File: src/rtl/bte_pkg.sv
// Shared types, codes and conversion functions for the BCD time-set editor.
// No dependencies; every other file in rtl/ refers to this package by scoped name.

package bte_pkg;

  // Command codes
  localparam logic CMD_START = 1'b0;
  localparam logic CMD_KEY   = 1'b1;

  // Key codes
  localparam logic [2:0] KP_TIMEOUT = 3'd0;
  localparam logic [2:0] KP_MODE    = 3'd1;
  localparam logic [2:0] KP_HOME    = 3'd2;
  localparam logic [2:0] KP_UP      = 3'd3;
  localparam logic [2:0] KP_DOWN    = 3'd4;
  localparam logic [2:0] KP_ENTER   = 3'd5;

  // Status codes
  localparam logic [2:0] ST_EDITING = 3'd0;
  localparam logic [2:0] ST_ABORTED = 3'd1;
  localparam logic [2:0] ST_UNSAVED = 3'd2;
  localparam logic [2:0] ST_SAVED   = 3'd3;
  localparam logic [2:0] ST_IDLE    = 3'd4;

  // Field select codes
  localparam logic FIELD_HOUR   = 1'b0;
  localparam logic FIELD_MINUTE = 1'b1;

  // Field limits
  localparam logic [7:0] HOUR_LIMIT   = 8'd23;
  localparam logic [7:0] MINUTE_LIMIT = 8'd59;

  // Payload widths
  localparam int IN_DATA_W  = 24;
  localparam int OUT_DATA_W = 40;

  // One input item
  typedef struct packed {
    logic        command;
    logic [15:0] start_bcd;
    logic [2:0]  key_code;
  } item_t;

  // One result item
  typedef struct packed {
    logic [2:0]  status;
    logic [7:0]  hour_value;
    logic [7:0]  minute_value;
    logic        field_select;
    logic [15:0] result_bcd;
  } result_t;

  // Two BCD nibbles to binary, each nibble at face value (0..165)
  function automatic logic [7:0] bcd_byte_to_bin(input logic [7:0] b);
    logic [7:0] tens;
    tens = {4'd0, b[7:4]};
    return (tens << 3) + (tens << 1) + {4'd0, b[3:0]};
  endfunction

  // Binary byte to three BCD digits; divide by ten via multiply by 205 >> 11
  function automatic logic [11:0] bin8_to_bcd3(input logic [7:0] v);
    logic [15:0] p1;
    logic [4:0]  q1;
    logic [7:0]  r1;
    logic [15:0] p2;
    logic [1:0]  q2;
    logic [4:0]  r2;
    p1 = {8'd0, v} * 16'd205;
    q1 = p1[15:11];
    r1 = v - ({3'd0, q1} * 8'd10);
    p2 = {11'd0, q1} * 16'd205;
    q2 = p2[12:11];
    r2 = q1 - ({3'd0, q2} * 5'd10);
    return {2'd0, q2, r2[3:0], r1[3:0]};
  endfunction

endpackage

File: src/rtl/bcd_time_set_editor_top.sv
// Top level of the BCD time-set editor: input register, editor core, result register.
// Depends on bte_pkg, bte_input_stage, bte_edit_core and bte_output_stage.
//
//  channel  | direction | tdata (low bit up)                         | tuser
//  ---------+-----------+--------------------------------------------+-------------
//  s_*      | in        | start_bcd[15:0], key_code[18:16]           | command
//  m_*      | out       | hour_value[7:0], minute_value[15:8],       | status[2:0]
//           |           | field_select[16], result_bcd[32:17]        |
//
// One item per cycle sustained while m_tready stays high; an input transfer reaches
// the result port through the input register and then the result register around
// the core, and a low m_tready can hold it in either.
// Reset (rst, synchronous) empties both registers and returns the editor to idle.
// While m_tready is low the result register holds and the input register still
// takes one more item; s_tready falls only when both are full.

module bcd_time_set_editor_top (
  input  logic                          clk,
  input  logic                          rst,
  input  logic                          s_tvalid,
  output logic                          s_tready,
  input  logic [bte_pkg::IN_DATA_W-1:0]  s_tdata,  // start_bcd, key_code
  input  logic                          s_tuser,  // command
  output logic                          m_tvalid,
  input  logic                          m_tready,
  output logic [bte_pkg::OUT_DATA_W-1:0] m_tdata,  // hour, minute, field, result_bcd
  output logic [2:0]                    m_tuser   // status
);

  logic             take;
  logic             fire;
  bte_pkg::item_t   item;
  bte_pkg::result_t result;

  bte_input_stage u_input (
    .clk      (clk),
    .rst      (rst),
    .s_tvalid (s_tvalid),
    .s_tready (s_tready),
    .s_tdata  (s_tdata),
    .s_tuser  (s_tuser),
    .take     (take),
    .fire     (fire),
    .item     (item)
  );

  bte_edit_core u_core (
    .clk    (clk),
    .rst    (rst),
    .fire   (fire),
    .item   (item),
    .result (result)
  );

  bte_output_stage u_output (
    .clk      (clk),
    .rst      (rst),
    .fire     (fire),
    .result   (result),
    .take     (take),
    .m_tvalid (m_tvalid),
    .m_tready (m_tready),
    .m_tdata  (m_tdata),
    .m_tuser  (m_tuser)
  );

endmodule

File: src/rtl/bte_input_stage.sv
// Input register of the BCD time-set editor: holds one accepted transfer.
// Depends on bte_pkg for the item type.

module bte_input_stage (
  input  logic                        clk,
  input  logic                        rst,
  input  logic                        s_tvalid,
  output logic                        s_tready,
  input  logic [bte_pkg::IN_DATA_W-1:0] s_tdata,
  input  logic                        s_tuser,
  input  logic                        take,
  output logic                        fire,
  output bte_pkg::item_t              item
);

  logic in_valid;

  // Free when empty or when the held item moves on this cycle
  assign s_tready = !in_valid || take;
  assign fire     = in_valid && take;

  // Track occupancy
  always_ff @(posedge clk) begin
    if (rst) begin
      in_valid <= 1'b0;
    end else if (s_tvalid && s_tready) begin
      in_valid <= 1'b1;
    end else if (take) begin
      in_valid <= 1'b0;
    end
  end

  // Capture payload
  always_ff @(posedge clk) begin
    if (s_tvalid && s_tready) begin
      item.command   <= s_tuser;
      item.start_bcd <= s_tdata[15:0];
      item.key_code  <= s_tdata[18:16];
    end
  end

endmodule

File: src/rtl/bte_edit_core.sv
// Editor state and per-item next-state logic of the BCD time-set editor.
// Depends on bte_pkg for codes, limits and BCD conversion functions.

module bte_edit_core (
  input  logic            clk,
  input  logic            rst,
  input  logic            fire,
  input  bte_pkg::item_t  item,
  output bte_pkg::result_t result
);

  logic       active;
  logic       active_next;
  logic [7:0] hour;
  logic [7:0] hour_next;
  logic [7:0] minute;
  logic [7:0] minute_next;
  logic       field;
  logic       field_next;

  logic [7:0]  sel_val;
  logic [7:0]  sel_lim;
  logic [8:0]  up_sum;
  logic [7:0]  dn_val;
  logic [7:0]  up_res;
  logic [7:0]  dn_res;
  logic [11:0] hour_bcd;
  logic [11:0] minute_bcd;
  logic [4:0]  d2_sum;
  logic        d2_carry;
  logic [3:0]  d2;
  logic [4:0]  d3_sum;
  logic [3:0]  d3;
  logic [15:0] save_bcd;

  // Up and down on the selected field
  assign sel_val = (field == bte_pkg::FIELD_MINUTE) ? minute : hour;
  assign sel_lim = (field == bte_pkg::FIELD_MINUTE) ? bte_pkg::MINUTE_LIMIT
                                                    : bte_pkg::HOUR_LIMIT;
  assign up_sum  = {1'b0, sel_val} + 9'd1;
  assign up_res  = (up_sum > {1'b0, sel_lim}) ? 8'd0 : up_sum[7:0];
  assign dn_val  = sel_val - 8'd1;
  assign dn_res  = (sel_val == 8'd0 || dn_val > sel_lim) ? sel_lim : dn_val;

  // Saved word: BCD(hour) shifted two digits plus BCD(minute), low four digits
  assign hour_bcd   = bte_pkg::bin8_to_bcd3(hour);
  assign minute_bcd = bte_pkg::bin8_to_bcd3(minute);
  assign d2_sum     = {1'b0, hour_bcd[3:0]} + {1'b0, minute_bcd[11:8]};
  assign d2_carry   = (d2_sum >= 5'd10);
  assign d2         = d2_carry ? 4'(d2_sum - 5'd10) : d2_sum[3:0];
  assign d3_sum     = {1'b0, hour_bcd[7:4]} + {4'd0, d2_carry};
  assign d3         = (d3_sum >= 5'd10) ? 4'(d3_sum - 5'd10) : d3_sum[3:0];
  assign save_bcd   = {d3, d2, minute_bcd[7:4], minute_bcd[3:0]};

  // Next state and result for the item at the input register
  always_comb begin
    active_next         = active;
    hour_next           = hour;
    minute_next         = minute;
    field_next          = field;
    result.status       = bte_pkg::ST_EDITING;
    result.result_bcd   = 16'd0;
    if (item.command == bte_pkg::CMD_START) begin
      hour_next   = bte_pkg::bcd_byte_to_bin(item.start_bcd[15:8]);
      minute_next = bte_pkg::bcd_byte_to_bin(item.start_bcd[7:0]);
      field_next  = bte_pkg::FIELD_HOUR;
      active_next = 1'b1;
    end else if (!active) begin
      result.status = bte_pkg::ST_IDLE;
    end else begin
      unique case (item.key_code)
        bte_pkg::KP_TIMEOUT, bte_pkg::KP_MODE: begin
          result.status = bte_pkg::ST_ABORTED;
          active_next   = 1'b0;
        end
        bte_pkg::KP_HOME: begin
          result.status = bte_pkg::ST_UNSAVED;
          active_next   = 1'b0;
        end
        bte_pkg::KP_UP: begin
          if (field == bte_pkg::FIELD_MINUTE) minute_next = up_res;
          else hour_next = up_res;
        end
        bte_pkg::KP_DOWN: begin
          if (field == bte_pkg::FIELD_MINUTE) minute_next = dn_res;
          else hour_next = dn_res;
        end
        bte_pkg::KP_ENTER: begin
          if (field == bte_pkg::FIELD_HOUR) begin
            field_next = bte_pkg::FIELD_MINUTE;
          end else begin
            result.status     = bte_pkg::ST_SAVED;
            result.result_bcd = save_bcd;
            active_next       = 1'b0;
          end
        end
        default: begin
        end
      endcase
    end
    result.hour_value   = hour_next;
    result.minute_value = minute_next;
    result.field_select = field_next;
  end

  // Commit state when the item moves to the result register
  always_ff @(posedge clk) begin
    if (rst) begin
      active <= 1'b0;
      hour   <= 8'd0;
      minute <= 8'd0;
      field  <= bte_pkg::FIELD_HOUR;
    end else if (fire) begin
      active <= active_next;
      hour   <= hour_next;
      minute <= minute_next;
      field  <= field_next;
    end
  end

endmodule

File: src/rtl/bte_output_stage.sv
// Result register of the BCD time-set editor: holds one result until transferred.
// Depends on bte_pkg for the result type and output width.

module bte_output_stage (
  input  logic                          clk,
  input  logic                          rst,
  input  logic                          fire,
  input  bte_pkg::result_t              result,
  output logic                          take,
  output logic                          m_tvalid,
  input  logic                          m_tready,
  output logic [bte_pkg::OUT_DATA_W-1:0] m_tdata,
  output logic [2:0]                    m_tuser
);

  bte_pkg::result_t held;

  // Room for a new result when empty or draining this cycle
  assign take = !m_tvalid || m_tready;

  // Track occupancy
  always_ff @(posedge clk) begin
    if (rst) begin
      m_tvalid <= 1'b0;
    end else if (fire) begin
      m_tvalid <= 1'b1;
    end else if (m_tready) begin
      m_tvalid <= 1'b0;
    end
  end

  // Capture result
  always_ff @(posedge clk) begin
    if (fire) begin
      held <= result;
    end
  end

  // Pack fields, lowest first, zero pad to whole bytes
  assign m_tdata = {7'd0, held.result_bcd, held.field_select,
                    held.minute_value, held.hour_value};
  assign m_tuser = held.status;

endmodule

File: config.mk
export PLATFORM = sky130hd
export DESIGN_NAME = bcd_time_set_editor_top
export DESIGN_NICKNAME = d
export VERILOG_FILES = /design/src/rtl/bte_pkg.sv /design/src/rtl/bcd_time_set_editor_top.sv /design/src/rtl/bte_input_stage.sv /design/src/rtl/bte_edit_core.sv /design/src/rtl/bte_output_stage.sv
export SDC_FILE = /design/constraint.sdc
export NUM_CORES = 1
export LEC_CHECK = 0
export BUFFER_PORTS_ARGS = -buffer_cell sky130_fd_sc_hd__buf_2
export CORE_ASPECT_RATIO = 1.2
export CORE_MARGIN = 4
export CORE_UTILIZATION = 55
export DETAILED_ROUTE_END_ITERATION = 8
export GPL_TIMING_DRIVEN = 0
export PLACE_DENSITY = 0.81
export RECOVER_POWER = 100
export SKIP_CTS_REPAIR_TIMING = 1
export SYNTH_ARGS = -nofsm -noshare
export SYNTH_HDL_FRONTEND = slang
export SYNTH_SLANG_ARGS = --single-unit
File: constraint.sdc
create_clock -name clk -period 14.5 [get_ports clk]
set_input_delay 0 -clock clk [delete_from_list [all_inputs] [get_ports clk]]
set_output_delay 0 -clock clk [all_outputs]
set_load 0.02 [all_outputs]
==> reports/qor.yml, run 1 <==
p_int_uw: 514
die-area_um2: 17100
grt_usage: 0.217
grt_max_degree: 26
via_per_inst: 5.65
ys_ff_latch: 76
pre_cts_slack_ns: 4.37
die_h_um: 143
layout_setup_ws_ns: 4.02
dp_hpwl_um: 14200
startpoint_type: "flip-flop"
power.total_uw: 788
p_switching_uw: 274
port_buffers: 61
cts_sinks: 76
synthTopCellsByArea: "ha_1, edfxtp_1, fa_1"
cts_max_path_buffers: 2
p_leak_nw: 4.58
min_path_cells: 4
ys_types: 80
fin_crit_ns: 10.48
cts-root-buf: "clkbuf_16"
design.core.area_um2: 14600
synthCells: 873
dp.cells: 1141
io-pin-count: 74
switching_share: 0.347
holdCritStartpoint: "rst"
p_seq_frac: 0.327
synth.avg_cell_area_um2: 9.51
dpl-instance-area_um2: 8900
drt_wl_total_um: 18900
rsz0062_at_grt: "false"
fin_area_um2: 9350
grt-ovfl-total: 0
first_pass_iters: 5
cts_tree: "yes"
synth_top_area_frac: 0.249
async_flop_share: 0
path_clk_slew_ns: 0.06
globalplace.congestion: 0.968
grt.busiest_layer: "met2"
min_to: "u_core.minute[3]$_SDFFE_PP0P_"
synth_warnings: 0
clk_latency_ns: 0.35
r2r-start: "u_core.minute[1]$_SDFFE_PP0P_"
layout_worst_path_cycle_share: 0.723
hold_viol: 0
antenna_left: 0
pwr_density_cell_nw_per_um2: 84.2
drive_above_1_share: 0.0735
antenna_found_initial: 0
ir_worst_vdd_mv: 0.0858
cp_top_family: "adder cells"
wl_per_cell_um: 16.1
layout.nets: 1199
pwr-share-comb: 0.357
critPathBufInv: 7
met1_usage: 0.262
critPathKind: "reg -> reg"
worstPathRequired_ns: 14.58
first_global_vias: 6409
status: "finished, final reports clean"
max_freq_mhz: 95.4
tns_ns: 0
use_met2: 0.388
fin_cells: 1179
final_max_slew_viol_count: 0
die_w_um: 120
cp_common_cell: "ha_1"
route.detailed.drc: 0
cts_max_level: 3
num_rows: 48
synth.largest_area_cell: "ha_1"
setup_viol_count_final: 0
yosysSeqAreaShare: 0.251
area_growth_pct: 12.7
syn_area_um2: 8300
drt_iter0_drc: 320
holdCritPathClass: "in -> reg"
start_util: 0.569
grt_pass1_wl_um: 30000
reg2reg_slack_ns: 4.02
met3_usage: 0.0282
slew_headroom: 0.00718
antenna_cells: 0
cp_slowest_cell: "a21oi_1"
fillerInstances: 1213
ff2ff_path_depth: 44
crit_path_max_fanout: 10
clockPowerShare: 0.316
critPathArrivalTime_ns: 10.56
max_stage_delay_ns: 0.62
synth_edf_count: 56
cts_buffers: 9
finClkSkew_ns: 0.0109
via_count: 6656
r2r_end: "u_output.m_tdata[30]$_SDFFCE_PN0P_"
synth_flop_cell: "edfxtp_1"
setup.worst_path.start: "u_core.minute[1]$_SDFFE_PP0P_"
worst_slew_pin_slew_ns: 1.49
worstSetupEndpointType: "flip-flop"
max_cap_violations: 0
-- cells by family (layout without fill, tap and decap cells) --
family / after synthesis / count (layout) / synth area share
adders and majority gates: 196 / 196 / 0.324
AOI/OAI and AO/OA: 175 / 175 / 0.148
and+or+nand+nor: 216 / 216 / 0.130
other: 1 / 7 / 0.000452
muxes: 14 / 14 / 0.0178
DFF: 76 / 76 / 0.251
buffers and inverters: 145 / 245 / 0.0701
xor gates and xnor gates: 50 / 50 / 0.0594
-- power groups by stage --
stage | sequential (mW) | clock [mW] | combinational [mW]
2_1_floorplan | 0.265 | 0 | 0.209
3_3_place_gp | 0.261 | 0 | 0.269
3_5_place_dp | 0.261 | 0 | 0.278
4_1_cts | 0.257 | 0.251 | 0.282
5_1_grt | 0.259 | 0.262 | 0.323
6_report | 0.258 | 0.249 | 0.281
-- through the flow --
stage | hold WS, ns | util
detailed placement | 0.178 | 0.610
finish | 0.0355 | 0.641
floorplan | 0.0989 | -
global route | 0.0588 | 0.641
CTS | -0.187 | 0.632
global placement | 0.176 | 0.608
-- cell usage in the layout, fill, tap and decap left out, types with 9 or more instances in the layout --
master,synthesis,routed
o21ai_0,17,23
xor2_1,21,21
a21oi_1,41,41
nand2_1,39,39
edfxtp_1,56,56
buf_2,3,25
dlygate4sd3_1,0,22
clkbuf_16,0,9
nand3_1,18,18
nor2_1,62,62
clkbuf_1,21,63
inv_1,108,108
xnor2_1,24,24
a21o_1,13,13
a211oi_1,9,10
fa_1,31,31
nor2b_1,14,14
o21a_1,11,11
dfxtp_1,20,20
ha_1,165,165
nor3_1,27,27
-- per-layer routing --
metal | vias up | share of wire
met4 | 0 | 0.033
met1 | 3120 | 0.41
met2 | 185 | 0.51
met3 | 47 | 0.048
met5 | - | 0
li1 | 3304 | -
-- cell usage after synthesis, types with 5 or more instances --
cell,number
mux2_2,5
xor2_1,21
nand4_1,5
o22ai_1,5
mux2i_1,8
buf_4,9
a31o_1,6
and2_1,7
xnor2_1,24
o21ai_1,11
fa_1,31
nand3_1,18
inv_1,108
dfxtp_1,20
nor2_1,62
ha_1,165
a211oi_1,9
nand2b_1,5
nor2b_1,14
a31oi_1,8
clkbuf_1,21
nor3b_1,5
o21a_1,11
nor3_1,27
edfxtp_1,56
o21ai_0,17
o31ai_1,6
a21oi_1,41
and3_1,7
a21o_1,13
nand2_1,39
-- how the worst max path moves through the flow --
stage                                                     to  slack [ns]  depth (start not counted)
final                     u_output.m_tdata[30]$_SDFFCE_PN0P_        4.02                         44
after global routing      u_output.m_tdata[30]$_SDFFCE_PN0P_        3.17                         44
after CTS                 u_output.m_tdata[30]$_SDFFCE_PN0P_        4.34                         44
after detailed placement  u_output.m_tdata[30]$_SDFFCE_PN0P_        4.37                         44
after global placement    u_output.m_tdata[30]$_SDFFCE_PN0P_        4.60                         44
after floorplan           u_output.m_tdata[30]$_SDFFCE_PN0P_        5.51                         44
-- flip-flops by register name, indices dropped and copies added, names as in the netlist --
| signal | cells |
|---|---|
| u_output.m_tdata | 33 |
| u_input.item | 20 |
| u_core.hour | 8 |
| u_core.minute | 8 |
| u_output.m_tuser | 3 |
| u_core.active | 1 |
| u_core.field | 1 |
| u_input.in_valid | 1 |
| u_output.m_tvalid | 1 |
-- final cells by class --
cell class	count	area, um2	share of cell area
Multi-Input combinational cell	658	5640	0.603
Sequential cell	76	2080	0.223
Timing Repair Buffer	84	480	0.0514
Inverter	110	413	0.0441
Tap cell	200	250	0.0268
Clock buffer	9	225	0.0241
Buffer	35	161	0.0173
Clock inverter	7	97.6	0.0104
-- worst min-delay path: stages --
cell,delay [ns]
clkbuf_1,0.09
inv_1,0.11
a31oi_1,0.09
o21ai_0,0.06
(Power assumes the default switching activity.)
==> run 2, diff against run 1 <==
Clock period 14.5 ns to 9.8 ns, I/O delays scaled along.
==> run 2 against run 1 <==
Net effect: via count is 1.1% higher; routed wire length is 2.4% higher; clock skew is 0.00065 ns lower; final cell count is 0.85% higher; worst setup slack worse by 3.6 ns; maximum frequency is 12% higher; critical path depth is 1 higher; critical path type unchanged; largest cell class unchanged; largest power group unchanged.
==> reports/qor.yml, run 2 (same netlist as run 1, synthesis figures left out) <==
max_cap_violations: 0
first_pass_iters: 6
slew_headroom: 0.0100
cts_tree: "yes"
via_count: 6728
critPathKind: "reg -> reg"
pwr_density_cell_nw_per_um2: 124
die_h_um: 143
drt_iter0_drc: 394
holdCritPathClass: "in -> reg"
start_util: 0.569
fin_cells: 1189
antenna_cells: 0
cts_sinks: 76
layout_worst_path_cycle_share: 0.953
layout.nets: 1209
drt_wl_total_um: 19400
finClkSkew_ns: 0.0102
num_rows: 48
crit_path_max_fanout: 10
clk_latency_ns: 0.35
p_leak_nw: 4.65
dp.cells: 1141
startpoint_type: "flip-flop"
largest_register_ffs: 33
setup_viol_count_final: 0
grt_usage: 0.217
cts_max_path_buffers: 2
io-pin-count: 74
critPathArrivalTime_ns: 9.42
max_stage_delay_ns: 0.53
layout_setup_ws_ns: 0.460
globalplace.congestion: 0.968
pre_cts_slack_ns: -0.329
ir_worst_vdd_mv: 0.126
die-area_um2: 17100
dp_hpwl_um: 14200
worstPathRequired_ns: 9.88
area_growth_pct: 14.6
design.core.area_um2: 14600
grt_max_degree: 26
die_w_um: 120
mostFrequentLayoutCell: "ha_1"
route.detailed.drc: 0
final_max_slew_viol_count: 0
cts_buffers: 9
cts_max_level: 3
status: "finished, final reports clean"
worstSetupEndpointType: "flip-flop"
max_freq_mhz: 107
hold_viol: 0
antenna_found_initial: 0
worst_slew_pin_slew_ns: 1.48
cp_slowest_cell: "fa_1"
mostFrequentLayoutCells: "ha_1, inv_1, clkbuf_1, nor2_1, edfxtp_1"
via_per_inst: 5.66
drive_above_1_share: 0.0981
cts-root-buf: "clkbuf_16"
grt-ovfl-total: 0
port_buffers: 61
wl_per_cell_um: 16.3
grt_pass1_wl_um: 30000
fin_crit_ns: 9.34
first_global_vias: 6409
cp_common_cell: "ha_1"
antenna_left: 0
path_clk_slew_ns: 0.06
fillerInstances: 1184
run 2: cell count changes in the layout (fill, tap and decap cells not counted), moves of 2 or more:
cell / before / now
buf_4: 7 / 18
dfxtp_4: 0 / 2
dfxtp_1: 20 / 15
dfxtp_2: 0 / 3
run 2: final cells by class:
type                    count  area (um2)  share of cell area
multi-input cells         658        5700               0.600
flip-flops and latches     76        2090               0.220
repair buffers             95         563              0.0592
inverters                 110         413              0.0434
well taps                 200         250              0.0263
clock buffers               9         225              0.0237
plain buffers              34         161              0.0170
clock inverters             7        97.6              0.0103
run 2: worst max-delay path: cells and delay by family (launching register included):
kind	cells	cell delay, ns
buffers and inverters	9	0.91
and+or+nand+nor	8	0.96
DFF	1	0.39
AOI/OAI and AO/OA	6	1.11
muxes	1	0.12
adders and majority gates	14	4.35
xor gates and xnor gates	7	1.21
run 2: final timing paths:
path	startpoint	endpoint	slack [ns]	cells past startpoint
worst min-delay path	rst	u_core.minute[3]$_SDFFE_PP0P_	0.03	4
worst min register to register	u_input.in_valid$_SDFFE_PP0P_	u_output.m_tvalid$_SDFFE_PP0P_	0.52	2
worst max register to register	u_core.minute[1]$_SDFFE_PP0P_	u_output.m_tdata[30]$_SDFFCE_PN0P_	0.46	45
worst max-delay path	u_core.minute[1]$_SDFFE_PP0P_	u_output.m_tdata[30]$_SDFFCE_PN0P_	0.46	45
run 2: per-layer routing:
layer,track usage,vias to the layer above,share of wire
li1,-,3322,-
met1,0.262,3129,0.40
met2,0.388,229,0.52
met3,0.0282,48,0.050
met4,0.0965,0,0.032
met5,0,-,0
run 2: where the power goes:
group          switching (mW)  internal, mW
Sequential             0.0161         0.365
Clock                   0.143         0.224
Combinational           0.249         0.178
Total                   0.408         0.768
run 2: through the flow:
stage	cell area, um2	power, mW	hold WS [ns]	TNS [ns]	util
4_1_cts	9220	1.17	-0.187	-0.725	0.632
3_5_place_dp	8900	0.797	0.178	-0.618	0.610
5_1_grt	9510	1.26	0.0587	-0.195	0.651
2_1_floorplan	8320	0.700	0.0989	0	-
6_report	9510	1.18	0.0349	0	0.651
3_3_place_gp	8880	0.785	0.176	-0.140	0.608
==> run 3, diff against run 2 <==
Clock period 9.8 ns to 10.05 ns, I/O delays scaled along.
==> run 3 against run 2 <==
Net effect: the flow now finishes with violations (capacitance limit); routed wire length decreased by 1.4%; critical path depth unchanged; sequential power decreased by 2%; largest cell class unchanged; hold slack got worse by 0.0016 ns; via count decreased by 0.33%; count of clock-buffer cells in the layout unchanged; register-to-register slack improved by 0.21 ns; highest routed layer unchanged; clock power decreased by 2%; clock skew about the same; combinational power decreased by 3%.
==> reports/qor.yml, run 3 (same netlist as run 1, synthesis figures left out) <==
met3_usage: 0.0282
largest_register_ffs: 33
worstPathRequired_ns: 10.13
violations: "capacitance limit"
worst_slew_pin_slew_ns: 1.49
multi_input_area_um2: 5690
final_max_slew_viol_count: 0
clk_latency_ns: 0.35
finClkSkew_ns: 0.0105
cts_sinks: 76
cts_max_level: 3
layout.nets: 1203
crit_path_max_fanout: 10
grt-ovfl-total: 0
fillerInstances: 1203
start_util: 0.569
via_per_inst: 5.67
cp_common_cell: "ha_1"
drive_above_1_share: 0.0895
port_buffers: 61
route.detailed.drc: 0
io-pin-count: 74
use_met2: 0.388
timing.hold.ws_ns: 0.0332
hold_viol: 0
cp_slowest_cell: "fa_1"
ir_worst_vdd_mv: 0.123
area_growth_pct: 13.7
first_pass_iters: 5
via_count: 6706
grt_usage: 0.217
antenna_left: 0
status: "finished, violations left"
max_stage_delay_ns: 0.53
grt.busiest_layer: "met2"
die_h_um: 143
layout_worst_path_cycle_share: 0.933
cts_tree: "yes"
cts_max_path_buffers: 2
power.total_mw: 1.15
globalplace.congestion: 0.968
die_w_um: 120
p_leak_nw: 4.62
wl_per_cell_um: 16.2
first_global_vias: 6409
met1_usage: 0.262
design.core.area_um2: 14600
antenna_found_initial: 0
fin_crit_ns: 9.38
holdCritPathClass: "in -> reg"
max_cap_violations: 1
tns_ns: 0
grt_pass1_wl_um: 30000
pwr_density_cell_nw_per_um2: 121
cts_buffers: 9
seqCellArea_um2: 2090
mostFrequentLayoutCell: "ha_1"
grt_max_degree: 26
worstSetupEndpointType: "flip-flop"
num_rows: 48
startpoint_type: "flip-flop"
drt_wl_total_um: 19100
critPathKind: "reg -> reg"
drt_iter0_drc: 374
critPathArrivalTime_ns: 9.46
cts-root-buf: "clkbuf_16"
path_clk_slew_ns: 0.06
slew_headroom: 0.00389
die-area_um2: 17100
dp_hpwl_um: 14200
setup_viol_count_final: 0
mostFrequentLayoutCells: "ha_1, inv_1, clkbuf_1, nor2_1, edfxtp_1"
antenna_cells: 0
max_freq_mhz: 107
run 3: cell types whose count changed in the layout (fill, tap and decap cells not counted), sizes merged:
cell  before  now
buf       44   38
run 3: final cells by class:
| type | count | share of cell area |
|---|---|---|
| flip-flops and latches | 76 | 0.221 |
| clock inverters | 7 | 0.0103 |
| inverters | 110 | 0.0437 |
| multi-input cells | 658 | 0.603 |
| plain buffers | 34 | 0.0168 |
| clock buffers | 9 | 0.0239 |
| well taps | 200 | 0.0265 |
| repair buffers | 89 | 0.0549 |
run 3: final timing paths:
kind                                               startpoint                                  to  slack, ns  cells after the start
worst max-delay path            u_core.minute[1]$_SDFFE_PP0P_  u_output.m_tdata[30]$_SDFFCE_PN0P_       0.67                     45
worst min-delay path                                      rst       u_core.minute[3]$_SDFFE_PP0P_       0.03                      4
worst max register to register  u_core.minute[1]$_SDFFE_PP0P_  u_output.m_tdata[30]$_SDFFCE_PN0P_       0.67                     45
worst min register to register  u_input.in_valid$_SDFFE_PP0P_      u_output.m_tvalid$_SDFFE_PP0P_       0.52                      2
run 3: critical path: cells and delay by family (launching register included):
kind | cells | cell delay [ns]
DFF | 1 | 0.45
AOI/OAI and AO/OA | 9 | 1.83
buffers and inverters | 8 | 0.83
xor gates and xnor gates | 5 | 0.87
and+or+nand+nor | 8 | 0.81
adders and majority gates | 13 | 3.91
muxes | 2 | 0.39
run 3: layer usage:
| metal | up-vias | share of wire |
|---|---|---|
| li1 | 3317 | - |
| met1 | 3157 | 0.41 |
| met2 | 192 | 0.51 |
| met3 | 40 | 0.051 |
| met4 | 0 | 0.030 |
| met5 | - | 0 |
run 3: power by group:
part / internal (mW) / switching [mW]
logic: 0.173 / 0.242
clock network: 0.219 / 0.140
registers: 0.356 / 0.0157
total: 0.748 / 0.398
run 3: through the flow:
stage                     area [um2]  worst slack (ns)  utilization  std cells
after floorplan                 8320              1.06            -        879
after global placement          8880             0.152        0.608       1140
after detailed placement        8900           -0.0793        0.610       1141
after CTS                       9220            -0.107        0.632       1157
after global routing            9440           -0.0374        0.647       1183
final                           9440             0.671        0.647       1183
